===== src/hdl/psw_pkg.sv =====
// Package for the priority schedule block: payload types, field widths,
// microcode step names, control/status structs and the microcode ROM.
// Depends on nothing; every other file of the block but psw_ram uses it.
package psw_pkg;

  // Field widths
  localparam int unsigned BURST_W   = 16;
  localparam int unsigned PRIO_W    = 16;
  localparam int unsigned ID_W      = 7;
  localparam int unsigned WAIT_W    = 22;
  localparam int unsigned WSUM_W    = 27;
  localparam int unsigned TSUM_W    = 28;
  localparam int unsigned APB_AW    = 3;
  localparam int unsigned APB_DW    = 32;

  // Default job capacity
  localparam int unsigned MAX_JOBS_DEF = 64;

  // Register index bit of the APB address
  localparam int unsigned REG_SEL_BIT = 2;

  // Input beat: one job
  typedef struct packed {
    logic [BURST_W-1:0]        burst;
    logic signed [PRIO_W-1:0]  prio;
    logic                      final_job;
  } job_t;

  // Output beat: one scheduled job
  typedef struct packed {
    logic [ID_W-1:0]           job_id;
    logic [BURST_W-1:0]        job_burst;
    logic signed [PRIO_W-1:0]  job_prio;
    logic [WAIT_W-1:0]         wait_time;
    logic [WAIT_W-1:0]         turnaround;
    logic [WSUM_W-1:0]         wait_total;
    logic [TSUM_W-1:0]         turnaround_total;
    logic                      overflowed;
    logic                      end_of_run;
  } res_t;

  // Microcode step addresses
  typedef logic [3:0] step_t;
  localparam step_t STEP_IDLE      = 4'd0;
  localparam step_t STEP_SORT_INIT = 4'd1;
  localparam step_t STEP_PASS      = 4'd2;
  localparam step_t STEP_LOAD_I    = 4'd3;
  localparam step_t STEP_SCAN      = 4'd4;
  localparam step_t STEP_SWAP_A    = 4'd5;
  localparam step_t STEP_SWAP_B    = 4'd6;
  localparam step_t STEP_EMIT_INIT = 4'd7;
  localparam step_t STEP_EMIT      = 4'd8;
  localparam step_t STEP_HOLD      = 4'd9;
  localparam step_t STEP_NEXT      = 4'd10;
  localparam step_t STEP_FINISH    = 4'd11;

  // Read address source
  typedef enum logic [2:0] {
    RD_I    = 3'd0,
    RD_J    = 3'd1,
    RD_JN   = 3'd2,
    RD_K    = 3'd3,
    RD_ZERO = 3'd4
  } rsel_e;

  // Jump conditions
  typedef enum logic [2:0] {
    C_NONE   = 3'd0,
    C_ALWAYS = 3'd1,
    C_IDLE   = 3'd2,
    C_FEW    = 3'd3,
    C_SCAN   = 3'd4,
    C_PASS   = 3'd5,
    C_BUSY   = 3'd6,
    C_MORE   = 3'd7
  } cond_e;

  // Control word: one per microcode step
  typedef struct packed {
    logic   in_rdy;     // take job beats and store them
    rsel_e  rd_sel;     // memory read address
    logic   clr_i;      // restart the outer pass counter
    logic   set_scan;   // j = i + 1, best = i
    logic   cap_i;      // capture entry i as current and best
    logic   scan;       // compare entry j against best, advance j
    logic   wr_best;    // write best entry to slot i
    logic   wr_swap;    // write old entry i to best slot, advance i
    logic   emit_init;  // clear emit counter and sums
    logic   emit_calc;  // fill the output register from entry k
    logic   finish;     // clear job count and drop flag
    cond_e  cond;
    step_t  target;
  } ctrl_t;

  // Status from the datapath for the jump conditions
  typedef struct packed {
    logic start;
    logic few;
    logic scan_more;
    logic pass_more;
    logic out_busy;
    logic emit_more;
  } stat_t;

  // Microcode ROM
  function automatic ctrl_t ucode(step_t step);
    ctrl_t w;
    w = '0;
    w.rd_sel = RD_I;
    w.cond   = C_NONE;
    w.target = STEP_IDLE;
    unique case (step)
      STEP_IDLE: begin
        w.in_rdy = 1'b1;
        w.cond   = C_IDLE;
        w.target = STEP_IDLE;
      end
      STEP_SORT_INIT: begin
        w.clr_i  = 1'b1;
        w.cond   = C_FEW;
        w.target = STEP_EMIT_INIT;
      end
      STEP_PASS: begin
        w.rd_sel   = RD_I;
        w.set_scan = 1'b1;
      end
      STEP_LOAD_I: begin
        w.rd_sel = RD_J;
        w.cap_i  = 1'b1;
      end
      STEP_SCAN: begin
        w.rd_sel = RD_JN;
        w.scan   = 1'b1;
        w.cond   = C_SCAN;
        w.target = STEP_SCAN;
      end
      STEP_SWAP_A: begin
        w.wr_best = 1'b1;
      end
      STEP_SWAP_B: begin
        w.wr_swap = 1'b1;
        w.cond    = C_PASS;
        w.target  = STEP_PASS;
      end
      STEP_EMIT_INIT: begin
        w.rd_sel    = RD_ZERO;
        w.emit_init = 1'b1;
      end
      STEP_EMIT: begin
        w.rd_sel    = RD_K;
        w.emit_calc = 1'b1;
      end
      STEP_HOLD: begin
        w.rd_sel = RD_K;
        w.cond   = C_BUSY;
        w.target = STEP_HOLD;
      end
      STEP_NEXT: begin
        w.rd_sel = RD_K;
        w.cond   = C_MORE;
        w.target = STEP_EMIT;
      end
      STEP_FINISH: begin
        w.finish = 1'b1;
        w.cond   = C_ALWAYS;
        w.target = STEP_IDLE;
      end
      default: begin
        w.cond   = C_ALWAYS;
        w.target = STEP_IDLE;
      end
    endcase
    return w;
  endfunction

endpackage


===== src/hdl/psw_job_if.sv =====
// Job channel: valid/ready handshake carrying one job per beat.
// Depends on psw_pkg for the payload type.
interface psw_job_if;
  logic          valid;
  logic          ready;
  psw_pkg::job_t data;

  modport source (output valid, output data, input ready);
  modport sink   (input valid, input data, output ready);
endinterface


===== src/hdl/psw_res_if.sv =====
// Result channel: valid/ready handshake carrying one scheduled job per beat.
// Depends on psw_pkg for the payload type.
interface psw_res_if;
  logic          valid;
  logic          ready;
  psw_pkg::res_t data;

  modport source (output valid, output data, input ready);
  modport sink   (input valid, input data, output ready);
endinterface


===== src/hdl/psw_ram.sv =====
// Generic single-port-write, single-port-read RAM with registered read data.
// Stand-alone; no package needed.
module psw_ram #(
  parameter int unsigned WIDTH = 32,
  parameter int unsigned DEPTH = 64
) (
  input  logic                     clk_i,
  input  logic                     we_i,
  input  logic [$clog2(DEPTH)-1:0] waddr_i,
  input  logic [WIDTH-1:0]         wdata_i,
  input  logic [$clog2(DEPTH)-1:0] raddr_i,
  output logic [WIDTH-1:0]         rdata_o
);

  logic [WIDTH-1:0] mem_q [DEPTH];
  logic [WIDTH-1:0] rdata_q;

  // Write port
  always_ff @(posedge clk_i) begin
    if (we_i) begin
      mem_q[waddr_i] <= wdata_i;
    end
  end

  // Registered read port
  always_ff @(posedge clk_i) begin
    rdata_q <= mem_q[raddr_i];
  end

  assign rdata_o = rdata_q;

endmodule


===== src/hdl/psw_useq.sv =====
// Microcode sequencer: step counter, control ROM lookup and conditional jumps.
// Depends on psw_pkg for the control word, status struct and ROM.
module psw_useq (
  input  logic            clk_i,
  input  logic            rst_ni,
  input  psw_pkg::stat_t  stat_i,
  output psw_pkg::ctrl_t  ctrl_o
);
  import psw_pkg::*;

  step_t upc_q, upc_d;
  ctrl_t ctrl;
  logic  jump;

  // Look up the current control word
  assign ctrl   = ucode(upc_q);
  assign ctrl_o = ctrl;

  // Evaluate the jump condition
  always_comb begin
    unique case (ctrl.cond)
      C_NONE:   jump = 1'b0;
      C_ALWAYS: jump = 1'b1;
      C_IDLE:   jump = !stat_i.start;
      C_FEW:    jump = stat_i.few;
      C_SCAN:   jump = stat_i.scan_more;
      C_PASS:   jump = stat_i.pass_more;
      C_BUSY:   jump = stat_i.out_busy;
      C_MORE:   jump = stat_i.emit_more;
      default:  jump = 1'b1;
    endcase
    upc_d = jump ? ctrl.target : step_t'(upc_q + step_t'(1));
  end

  // Advance the step counter
  always_ff @(posedge clk_i or negedge rst_ni) begin
    if (!rst_ni) begin
      upc_q <= STEP_IDLE;
    end else begin
      upc_q <= upc_d;
    end
  end

endmodule


===== src/hdl/psw_datapath.sv =====
// Datapath: job memory, sort index and best registers, emit sums and the
// output register. Driven by the control word of psw_useq.
// Depends on psw_pkg, psw_job_if, psw_res_if and psw_ram.
module psw_datapath #(
  parameter int unsigned MAX_JOBS = psw_pkg::MAX_JOBS_DEF
) (
  input  logic            clk_i,
  input  logic            rst_ni,
  input  logic            lvf_i,
  input  psw_pkg::ctrl_t  ctrl_i,
  output psw_pkg::stat_t  stat_o,
  psw_job_if.sink         job_i,
  psw_res_if.source       res_o
);
  import psw_pkg::*;

  localparam int unsigned IDX_W = (MAX_JOBS > 1) ? $clog2(MAX_JOBS) : 1;
  localparam int unsigned CNT_W = $clog2(MAX_JOBS + 1);
  localparam int unsigned WORD_W = IDX_W + PRIO_W + BURST_W;
  localparam int unsigned SUM_W = (IDX_W + 1 > ID_W) ? IDX_W + 1 : ID_W;
  localparam int unsigned PRIO_LO = BURST_W;
  localparam int unsigned ID_LO = BURST_W + PRIO_W;

  // Control registers
  logic [CNT_W-1:0] count_q;
  logic             drop_q;
  logic [CNT_W-1:0] i_q, j_q, k_q;
  logic [IDX_W-1:0] best_q;
  logic             out_valid_q;

  // Payload registers
  logic [WORD_W-1:0] word_i_q;
  logic [WORD_W-1:0] best_word_q;
  logic [TSUM_W-1:0] wait_q;
  logic [WSUM_W-1:0] wsum_q;
  logic [TSUM_W-1:0] tsum_q;
  res_t              res_q;

  // Memory ports
  logic              we;
  logic [IDX_W-1:0]  waddr, raddr;
  logic [WORD_W-1:0] wdata, rdata;

  logic                     accept, full, load_we, better, last, res_take;
  logic [CNT_W-1:0]         jn;
  logic signed [PRIO_W-1:0] rd_prio, best_prio;
  logic [BURST_W-1:0]       rd_burst;
  logic [SUM_W-1:0]         id_plus;
  logic [TSUM_W-1:0]        turn;
  logic [WSUM_W-1:0]        wsum_n;
  logic [TSUM_W-1:0]        tsum_n;

  assign job_i.ready = ctrl_i.in_rdy;
  assign accept      = job_i.valid && ctrl_i.in_rdy;
  assign full        = (count_q == CNT_W'(MAX_JOBS));
  assign load_we     = accept && !full;
  assign res_take    = out_valid_q && res_o.ready;
  assign jn          = CNT_W'(j_q + CNT_W'(1));

  assign rd_burst  = rdata[BURST_W-1:0];
  assign rd_prio   = signed'(rdata[PRIO_LO +: PRIO_W]);
  assign best_prio = signed'(best_word_q[PRIO_LO +: PRIO_W]);
  assign better    = lvf_i ? (rd_prio < best_prio) : (rd_prio > best_prio);

  // Emit arithmetic, kept wide enough for the largest totals
  assign id_plus = SUM_W'(rdata[ID_LO +: IDX_W]) + SUM_W'(1);
  assign turn    = wait_q + TSUM_W'(rd_burst);
  assign wsum_n  = wsum_q + wait_q[WSUM_W-1:0];
  assign tsum_n  = tsum_q + turn;
  assign last    = ({1'b0, k_q} + (CNT_W + 1)'(1)) == {1'b0, count_q};

  // Status for the sequencer
  assign stat_o.start     = accept && job_i.data.final_job;
  assign stat_o.few       = count_q < CNT_W'(2);
  assign stat_o.scan_more = ({1'b0, j_q} + (CNT_W + 1)'(1)) < {1'b0, count_q};
  assign stat_o.pass_more = ({1'b0, i_q} + (CNT_W + 1)'(2)) < {1'b0, count_q};
  assign stat_o.out_busy  = out_valid_q && !res_o.ready;
  assign stat_o.emit_more = k_q < count_q;

  // Select the write port source
  always_comb begin
    we    = 1'b0;
    waddr = count_q[IDX_W-1:0];
    wdata = {count_q[IDX_W-1:0], job_i.data.prio, job_i.data.burst};
    if (load_we) begin
      we = 1'b1;
    end else if (ctrl_i.wr_best) begin
      we    = 1'b1;
      waddr = i_q[IDX_W-1:0];
      wdata = best_word_q;
    end else if (ctrl_i.wr_swap) begin
      we    = 1'b1;
      waddr = best_q;
      wdata = word_i_q;
    end
  end

  // Select the read address
  always_comb begin
    unique case (ctrl_i.rd_sel)
      RD_I:    raddr = i_q[IDX_W-1:0];
      RD_J:    raddr = j_q[IDX_W-1:0];
      RD_JN:   raddr = jn[IDX_W-1:0];
      RD_K:    raddr = k_q[IDX_W-1:0];
      RD_ZERO: raddr = '0;
      default: raddr = '0;
    endcase
  end

  psw_ram #(
    .WIDTH (WORD_W),
    .DEPTH (MAX_JOBS)
  ) u_mem (
    .clk_i   (clk_i),
    .we_i    (we),
    .waddr_i (waddr),
    .wdata_i (wdata),
    .raddr_i (raddr),
    .rdata_o (rdata)
  );

  // Track job count, drop flag and sort/emit indexes
  always_ff @(posedge clk_i or negedge rst_ni) begin
    if (!rst_ni) begin
      count_q     <= '0;
      drop_q      <= 1'b0;
      i_q         <= '0;
      j_q         <= '0;
      k_q         <= '0;
      best_q      <= '0;
      out_valid_q <= 1'b0;
    end else begin
      if (load_we) begin
        count_q <= CNT_W'(count_q + CNT_W'(1));
      end
      if (accept && full) begin
        drop_q <= 1'b1;
      end
      if (ctrl_i.finish) begin
        count_q <= '0;
        drop_q  <= 1'b0;
      end
      if (ctrl_i.clr_i) begin
        i_q <= '0;
      end
      if (ctrl_i.wr_swap) begin
        i_q <= CNT_W'(i_q + CNT_W'(1));
      end
      if (ctrl_i.set_scan) begin
        j_q    <= CNT_W'(i_q + CNT_W'(1));
        best_q <= i_q[IDX_W-1:0];
      end
      if (ctrl_i.scan) begin
        j_q <= jn;
        if (better) begin
          best_q <= j_q[IDX_W-1:0];
        end
      end
      if (ctrl_i.emit_init) begin
        k_q <= '0;
      end
      if (ctrl_i.emit_calc) begin
        k_q <= CNT_W'(k_q + CNT_W'(1));
      end
      if (ctrl_i.emit_calc) begin
        out_valid_q <= 1'b1;
      end else if (res_take) begin
        out_valid_q <= 1'b0;
      end
    end
  end

  // Capture entries and build results
  always_ff @(posedge clk_i) begin
    if (ctrl_i.cap_i) begin
      word_i_q    <= rdata;
      best_word_q <= rdata;
    end
    if (ctrl_i.scan && better) begin
      best_word_q <= rdata;
    end
    if (ctrl_i.emit_init) begin
      wait_q <= '0;
      wsum_q <= '0;
      tsum_q <= '0;
    end
    if (ctrl_i.emit_calc) begin
      wait_q                 <= turn;
      wsum_q                 <= wsum_n;
      tsum_q                 <= tsum_n;
      res_q.job_id           <= id_plus[ID_W-1:0];
      res_q.job_burst        <= rd_burst;
      res_q.job_prio         <= rd_prio;
      res_q.wait_time        <= wait_q[WAIT_W-1:0];
      res_q.turnaround       <= turn[WAIT_W-1:0];
      res_q.wait_total       <= last ? wsum_n : '0;
      res_q.turnaround_total <= last ? tsum_n : '0;
      res_q.overflowed       <= drop_q;
      res_q.end_of_run       <= last;
    end
  end

  assign res_o.valid = out_valid_q;
  assign res_o.data  = res_q;

`ifndef SYNTHESIS
  // No job is taken while a result is still pending
  a_no_load_with_result: assert property (@(posedge clk_i) disable iff (!rst_ni)
    !(ctrl_i.in_rdy && out_valid_q))
    else $error("job channel open while a result is pending");

  // The job count never passes the capacity
  a_count_bound: assert property (@(posedge clk_i) disable iff (!rst_ni)
    count_q <= CNT_W'(MAX_JOBS))
    else $error("job count above capacity");

  // The scan pointer stays inside the stored set
  a_scan_in_set: assert property (@(posedge clk_i) disable iff (!rst_ni)
    ctrl_i.scan |-> (j_q < count_q))
    else $error("scan pointer beyond stored jobs");

  // A new result is only built once the previous one has left
  a_emit_empty: assert property (@(posedge clk_i) disable iff (!rst_ni)
    ctrl_i.emit_calc |-> !out_valid_q)
    else $error("result overwritten before it was taken");

  // Finishing a run empties the set
  a_finish_clears: assert property (@(posedge clk_i) disable iff (!rst_ni)
    ctrl_i.finish |=> (count_q == '0) && !drop_q)
    else $error("set not cleared after a run");
`endif

endmodule


===== src/hdl/priority_schedule_wait_times.sv =====
// Non-preemptive priority scheduler.
// Jobs arrive on job_i, one per beat, each with a burst and a signed
// priority; the beat with final_job set closes the set. Job ids are the
// arrival position plus one. Jobs beyond MAX_JOBS are dropped and every
// result of that set reports overflowed.
// Jobs are loaded one per cycle while the block is idle. After the final
// job the set is ordered by selection sort in one memory, paced by the
// single read port that the scan steps through one entry a cycle.
// Results then leave on res_o in schedule order, each built only once the
// previous one has been taken, with wait and turnaround times; the
// last beat carries end_of_run and the totals. A stalled receiver holds the
// result register and the microcode waits. No new job is taken until the
// whole schedule has been delivered.
// Reset clears the job count, drop flag, sequencer and output valid; the
// job memory needs no clearing pass. lower_value_first sits at APB address
// 0 and may be written only while the block is idle.
// Depends on psw_pkg, the channel interfaces, psw_useq and psw_datapath.
module priority_schedule_wait_times #(
  parameter int unsigned MAX_JOBS = psw_pkg::MAX_JOBS_DEF
) (
  input  logic                        clk_i,
  input  logic                        rst_ni,
  input  logic                        psel,
  input  logic                        penable,
  input  logic                        pwrite,
  input  logic [psw_pkg::APB_AW-1:0]  paddr,
  input  logic [psw_pkg::APB_DW-1:0]  pwdata,
  output logic [psw_pkg::APB_DW-1:0]  prdata,
  output logic                        pready,
  psw_job_if.sink                     job_i,
  psw_res_if.source                   res_o
);
  import psw_pkg::*;

  logic  lvf_q;
  logic  reg_sel;
  ctrl_t ctrl;
  stat_t stat;

  assign pready  = 1'b1;
  assign reg_sel = !paddr[REG_SEL_BIT];

  // Hold the mode register
  always_ff @(posedge clk_i or negedge rst_ni) begin
    if (!rst_ni) begin
      lvf_q <= 1'b0;
    end else if (psel && penable && pwrite && reg_sel) begin
      lvf_q <= pwdata[0];
    end
  end

  // Return register contents
  assign prdata = reg_sel ? {{(APB_DW - 1){1'b0}}, lvf_q} : '0;

  psw_useq u_useq (
    .clk_i  (clk_i),
    .rst_ni (rst_ni),
    .stat_i (stat),
    .ctrl_o (ctrl)
  );

  psw_datapath #(
    .MAX_JOBS (MAX_JOBS)
  ) u_datapath (
    .clk_i  (clk_i),
    .rst_ni (rst_ni),
    .lvf_i  (lvf_q),
    .ctrl_i (ctrl),
    .stat_o (stat),
    .job_i  (job_i),
    .res_o  (res_o)
  );

endmodule


===== src/flat_wrapper.sv =====
// flat-port wrapper written by rule: the top's interface ports become plain ports
module priority_schedule_wait_times_flat import psw_pkg::*;
#(
  parameter int unsigned MAX_JOBS = psw_pkg::MAX_JOBS_DEF
)
  (clk_i, rst_ni, psel, penable, pwrite, paddr, pwdata, prdata, pready, job_i_valid, job_i_data, job_i_ready, res_o_valid, res_o_data, res_o_ready);
  psw_job_if job_i_i ();
  psw_res_if res_o_i ();
  input  logic clk_i;
  input  logic rst_ni;
  input  logic psel;
  input  logic penable;
  input  logic pwrite;
  input  logic [psw_pkg::APB_AW-1:0] paddr;
  input  logic [psw_pkg::APB_DW-1:0] pwdata;
  output logic [psw_pkg::APB_DW-1:0] prdata;
  output logic pready;
  input wire logic [$bits(job_i_i.valid)-1:0] job_i_valid;
  input wire logic [$bits(job_i_i.data)-1:0] job_i_data;
  output wire logic [$bits(job_i_i.ready)-1:0] job_i_ready;
  output wire logic [$bits(res_o_i.valid)-1:0] res_o_valid;
  output wire logic [$bits(res_o_i.data)-1:0] res_o_data;
  input wire logic [$bits(res_o_i.ready)-1:0] res_o_ready;
  assign job_i_i.valid = job_i_valid;
  assign job_i_i.data = job_i_data;
  assign job_i_ready = job_i_i.ready;
  assign res_o_valid = res_o_i.valid;
  assign res_o_data = res_o_i.data;
  assign res_o_i.ready = res_o_ready;
  priority_schedule_wait_times #(.MAX_JOBS(MAX_JOBS)) u_core (.clk_i(clk_i), .rst_ni(rst_ni), .psel(psel), .penable(penable), .pwrite(pwrite), .paddr(paddr), .pwdata(pwdata), .prdata(prdata), .pready(pready), .job_i(job_i_i), .res_o(res_o_i));
endmodule

===== config.mk =====
export PLATFORM = sky130hd
export DESIGN_NAME = priority_schedule_wait_times_flat
export DESIGN_NICKNAME = d
export VERILOG_FILES = /design/src/hdl/psw_pkg.sv /design/src/hdl/psw_job_if.sv /design/src/hdl/psw_res_if.sv /design/src/hdl/psw_ram.sv /design/src/hdl/psw_useq.sv /design/src/hdl/psw_datapath.sv /design/src/hdl/priority_schedule_wait_times.sv /design/src/flat_wrapper.sv
export SDC_FILE = /design/constraint.sdc
export NUM_CORES = 2
export LEC_CHECK = 0
export BUFFER_PORTS_ARGS = -buffer_cell sky130_fd_sc_hd__clkbuf_2
export CAP_MARGIN = 20
export CORE_MARGIN = 4
export CORE_UTILIZATION = 40
export DETAILED_ROUTE_END_ITERATION = 10
export MAX_ROUTING_LAYER = met4
export PLACE_DENSITY = 0.55
export SYNTH_ARGS = -nofsm -noshare
export SYNTH_HDL_FRONTEND = slang
export SYNTH_SLANG_ARGS = --single-unit

===== constraint.sdc =====
create_clock -name clk_i -period 8.28 [get_ports clk_i]
set_input_delay 0 -clock clk_i [delete_from_list [all_inputs] [get_ports clk_i]]
set_output_delay 0 -clock clk_i [all_outputs]
set_load 0.01 [all_outputs]

==> impl_metrics.yaml <==
worst_setup_path:
  arrival_ns: 6.46
  required_ns: 9.04
  cp_max_fo: 171
  worst_path_largest_cell_delay_ns: 0.61
  critPathLaunchType: "flop"
  slowest_stage: "buf_4"
  path_cells: "inv_1 -> ha_1 -> or3_4 -> and2_1 -> nor2_8 -> a221oi_4 -> buf_4 -> buf_4 -> buf_12 -> a211oi_1 -> a311oi_1 -> a311o_1 -> o2111ai_1 -> o2111ai_1"
  setup.worst_path.class: "reg2reg"
  setup.worst_path.end_class: "flop"
yosys:
  avgSynthCellArea_sq_um: 13.84
  synthFlopType: "edfxtp_1"
  syn_inst: 8239
  yosys.area.top_type: "edfxtp_1"
  netlist.area_leader.share: 0.7194
  synth-seq-cells: 2810
  synth.distinct_cells: 73
  synth_async_sr_flop_share: 0.01459
  ys_top_cells_by_area: "edfxtp_1 (72%), nand2_1 (6.8%), nand3_1 (1.7%)"
  synth_edf_count: 2731
  yosysWarningCount: 0
  ys_seq_area_frac: 0.7351
  synth_area_sq_um: 114000
place:
  placed_cells: 11860
  gp_congestion: 0.8810
  dp_hpwl_mm: 194.4
  dpl_worst_slack_ns: 2.571
  postPlaceCellArea_sq_um: 120400
  portBuffers: 184
clocking:
  cts_buffers: 303
  cts_tree: "done"
  post_cts_resized: 0
  clk_path_buf_depth: 4
  post-cts-setup-buffers: 0
  clkTransAtPathRegs_ns: 0.06
  clock_latency_ns: 0.86
  htreeDepth: 5
  clock-root-buffer: "clkbuf_16"
  hold_buffers: 13
  clock-sinks: 2810
detailed_routing:
  routed_wl_mm: 346.3
  vias: 71860
  drt-pass1-iter-count: 6
  drtIter0Drc: 8787
  ant_nets: 0
  routed_wire_length_per_instance_um: 27.85
  drc: 0
  avgViaCountPerCell: 5.780
grt:
  grt_pass1_wl_mm: 492.4
  gr-total-overflow: 0
  grt_max_degree: 172
  antenna_found_initial: 18
  grt_pass1_vias: 67610
  grt.total_usage: 0.2356
timing:
  fin_crit_sh: 0.6890
  min_period_ns: 5.705
  tightest_slew_ns: 1.211
  fmax_mhz: 175.3
  slew_viol_final: 0
  worst_slack_ns: 2.575
  clock_skew_ns: 0.04164
  relSlewSlack: 0.1924
  whs_ns: 0.08095
  setup_viol: 0
  rsz0062_at_grt: "false"
  hold_viol: 0
  tns_ns: 0
finish:
  design_area_sq_um: 130100
  post-route-util: 0.4597
  nets: 8636
  drive_gt1_frac: 0.1109
  fin_cells: 12430
  syn_to_final_growth_pct: 14.14
floorplan:
  core_sq_um: 283000
  rows: 195
  fp.dieArea_sq_um: 293600
  start_util: 0.4028
  dieHeight_um: 541.8
  die_width_um: 541.8
  pin_count: 250
status:
  outcome: "completed"
power_and_ir_drop:
  vdd_drop_max_mv: 0.3606
  powerDensity_nw_per_um2: 376.6
  fin_total_pwr_mw: 49.00
  leakagePower_nw: 43.73
worst_hold_path:
  hold_path.class: "in2reg"
job:
  maxCapViolCount: 0
-- final timing paths --
path | from | end | slack, ns | depth (start not counted)
max in group asynchronous | rst_ni | u_core.u_datapath.count_q[2]$_DFFE_PN0P_ | 6.72 | 4
min reg2reg | u_core.u_datapath.drop_q$_DFFE_PN0P_ | u_core.u_datapath.res_o.data[1]$_DFFE_PP_ | 0.47 | 0
max reg2reg | u_core.u_useq.upc_q[0]$_DFF_PN0_ | u_core.u_datapath.u_mem.rdata_o[30]$_DFF_P_ | 2.57 | 14
min in group asynchronous | rst_ni | u_core.u_useq.upc_q[0]$_DFF_PN0_ | 0.18 | 4
max | u_core.u_useq.upc_q[0]$_DFF_PN0_ | u_core.u_datapath.u_mem.rdata_o[30]$_DFF_P_ | 2.57 | 14
min | job_i_data[22] | u_core.u_datapath.u_mem.mem_q[6][5]$_DFFE_PP_ | 0.08 | 4
-- state kept, by name, indices dropped and copies added (netlist names) --
register / count
u_core.u_useq.upc_q: 4
u_core.u_datapath.count_q: 7
u_core.u_datapath.res_o.valid: 1
u_core.u_datapath.wsum_q: 27
u_core.u_datapath.k_q: 7
u_core.u_datapath.word_i_q: 38
u_core.u_datapath.best_word_q: 38
u_core.u_datapath.res_o.data: 140
u_core.u_datapath.drop_q: 1
u_core.lvf_q: 1
u_core.u_datapath.wait_q: 28
u_core.u_datapath.u_mem.mem_q: 2432
u_core.u_datapath.tsum_q: 28
u_core.u_datapath.i_q: 7
u_core.u_datapath.j_q: 7
u_core.u_datapath.u_mem.rdata_o: 38
u_core.u_datapath.best_q: 6
-- cell usage in the layout (no fill, tap or decap), types with 39 or more instances in the layout --
cell type  instances
clkbuf_1          81
and3_1           208
mux2i_1          164
edfxtp_1        2731
xnor2_1           63
dfrtp_1           41
clkinv_2          39
ha_1             116
a211oi_1         129
a31oi_1          197
and2_1           156
o2111ai_1        146
nand3_1          376
clkbuf_16        311
buf_4            176
o211ai_1          45
inv_1             54
a21oi_1           82
a32oi_1          110
clkbuf_2         184
o21ai_0           73
nand2_1         2062
clkinv_1          60
nor2_4            67
xor2_1            40
a311o_1          112
nor2_1           185
a311oi_1         193
-- cell type report --
class | instances | area, sq um
clock inverter | 137 | 1174
antenna | 8 | 20.02
clock buffer | 408 | 8307
tap | 3743 | 4683
timing repair buffer | 417 | 3298
fill | 24610 | 152900
multi-input combinational | 4853 | 28610
sequential | 2810 | 83800
inverter | 57 | 220.2
-- layer usage --
layer	GRT usage	share of wire	routed length, um
met3	0.04016	0.088	30620
met4	0.05749	0.023	7796
met2	0.3597	0.46	158900
met1	0.3305	0.43	148900
met5	-	0	0
-- kinds of logic after synthesis --
group,count (synthesis),synth area share
simple gates,3167,0.1190
flops,2810,0.7351
compound gates,1248,0.08421
buf+inv,606,0.02406
mux,184,0.01638
fa+ha+maj,119,0.01326
xor+xnor,103,0.007914
other cells,2,0.00006588
-- critical path, delay by kind of cell, from the launching register on --
kind	cells	cell delay (ns)
AOI/OAI and AO/OA	6	1.58
adders and majority gates	1	0.58
buffers and inverters	4	1.80
DFF	1	0.43
and+or+nand+nor	3	0.92
-- power by group --
group          switching (mW)  total [mW]  internal (mW)  leakage, nW
registers               0.644        18.8           18.1         25.5
logic                    12.1        17.2           5.11         13.6
clock network            5.54        13.1           7.53         4.62
total                    18.2        49.0           30.8         43.7
-- Yosys cell counts, types with 45 or more instances --
master / number
edfxtp_1: 2731
nand2_1: 2066
nand3_1: 376
clkbuf_1: 313
nor2_1: 252
and3_1: 208
a31oi_1: 197
a311oi_1: 193
mux2i_1: 164
and2_1: 158
o2111ai_1: 147
a211oi_1: 129
buf_2: 125
ha_1: 116
a311o_1: 112
o21ai_0: 111
a32oi_1: 110
a21oi_1: 83
xnor2_1: 63
inv_1: 57
buf_4: 56
o211ai_1: 45
No activity file was read; power rests on OpenSTA's default activity.
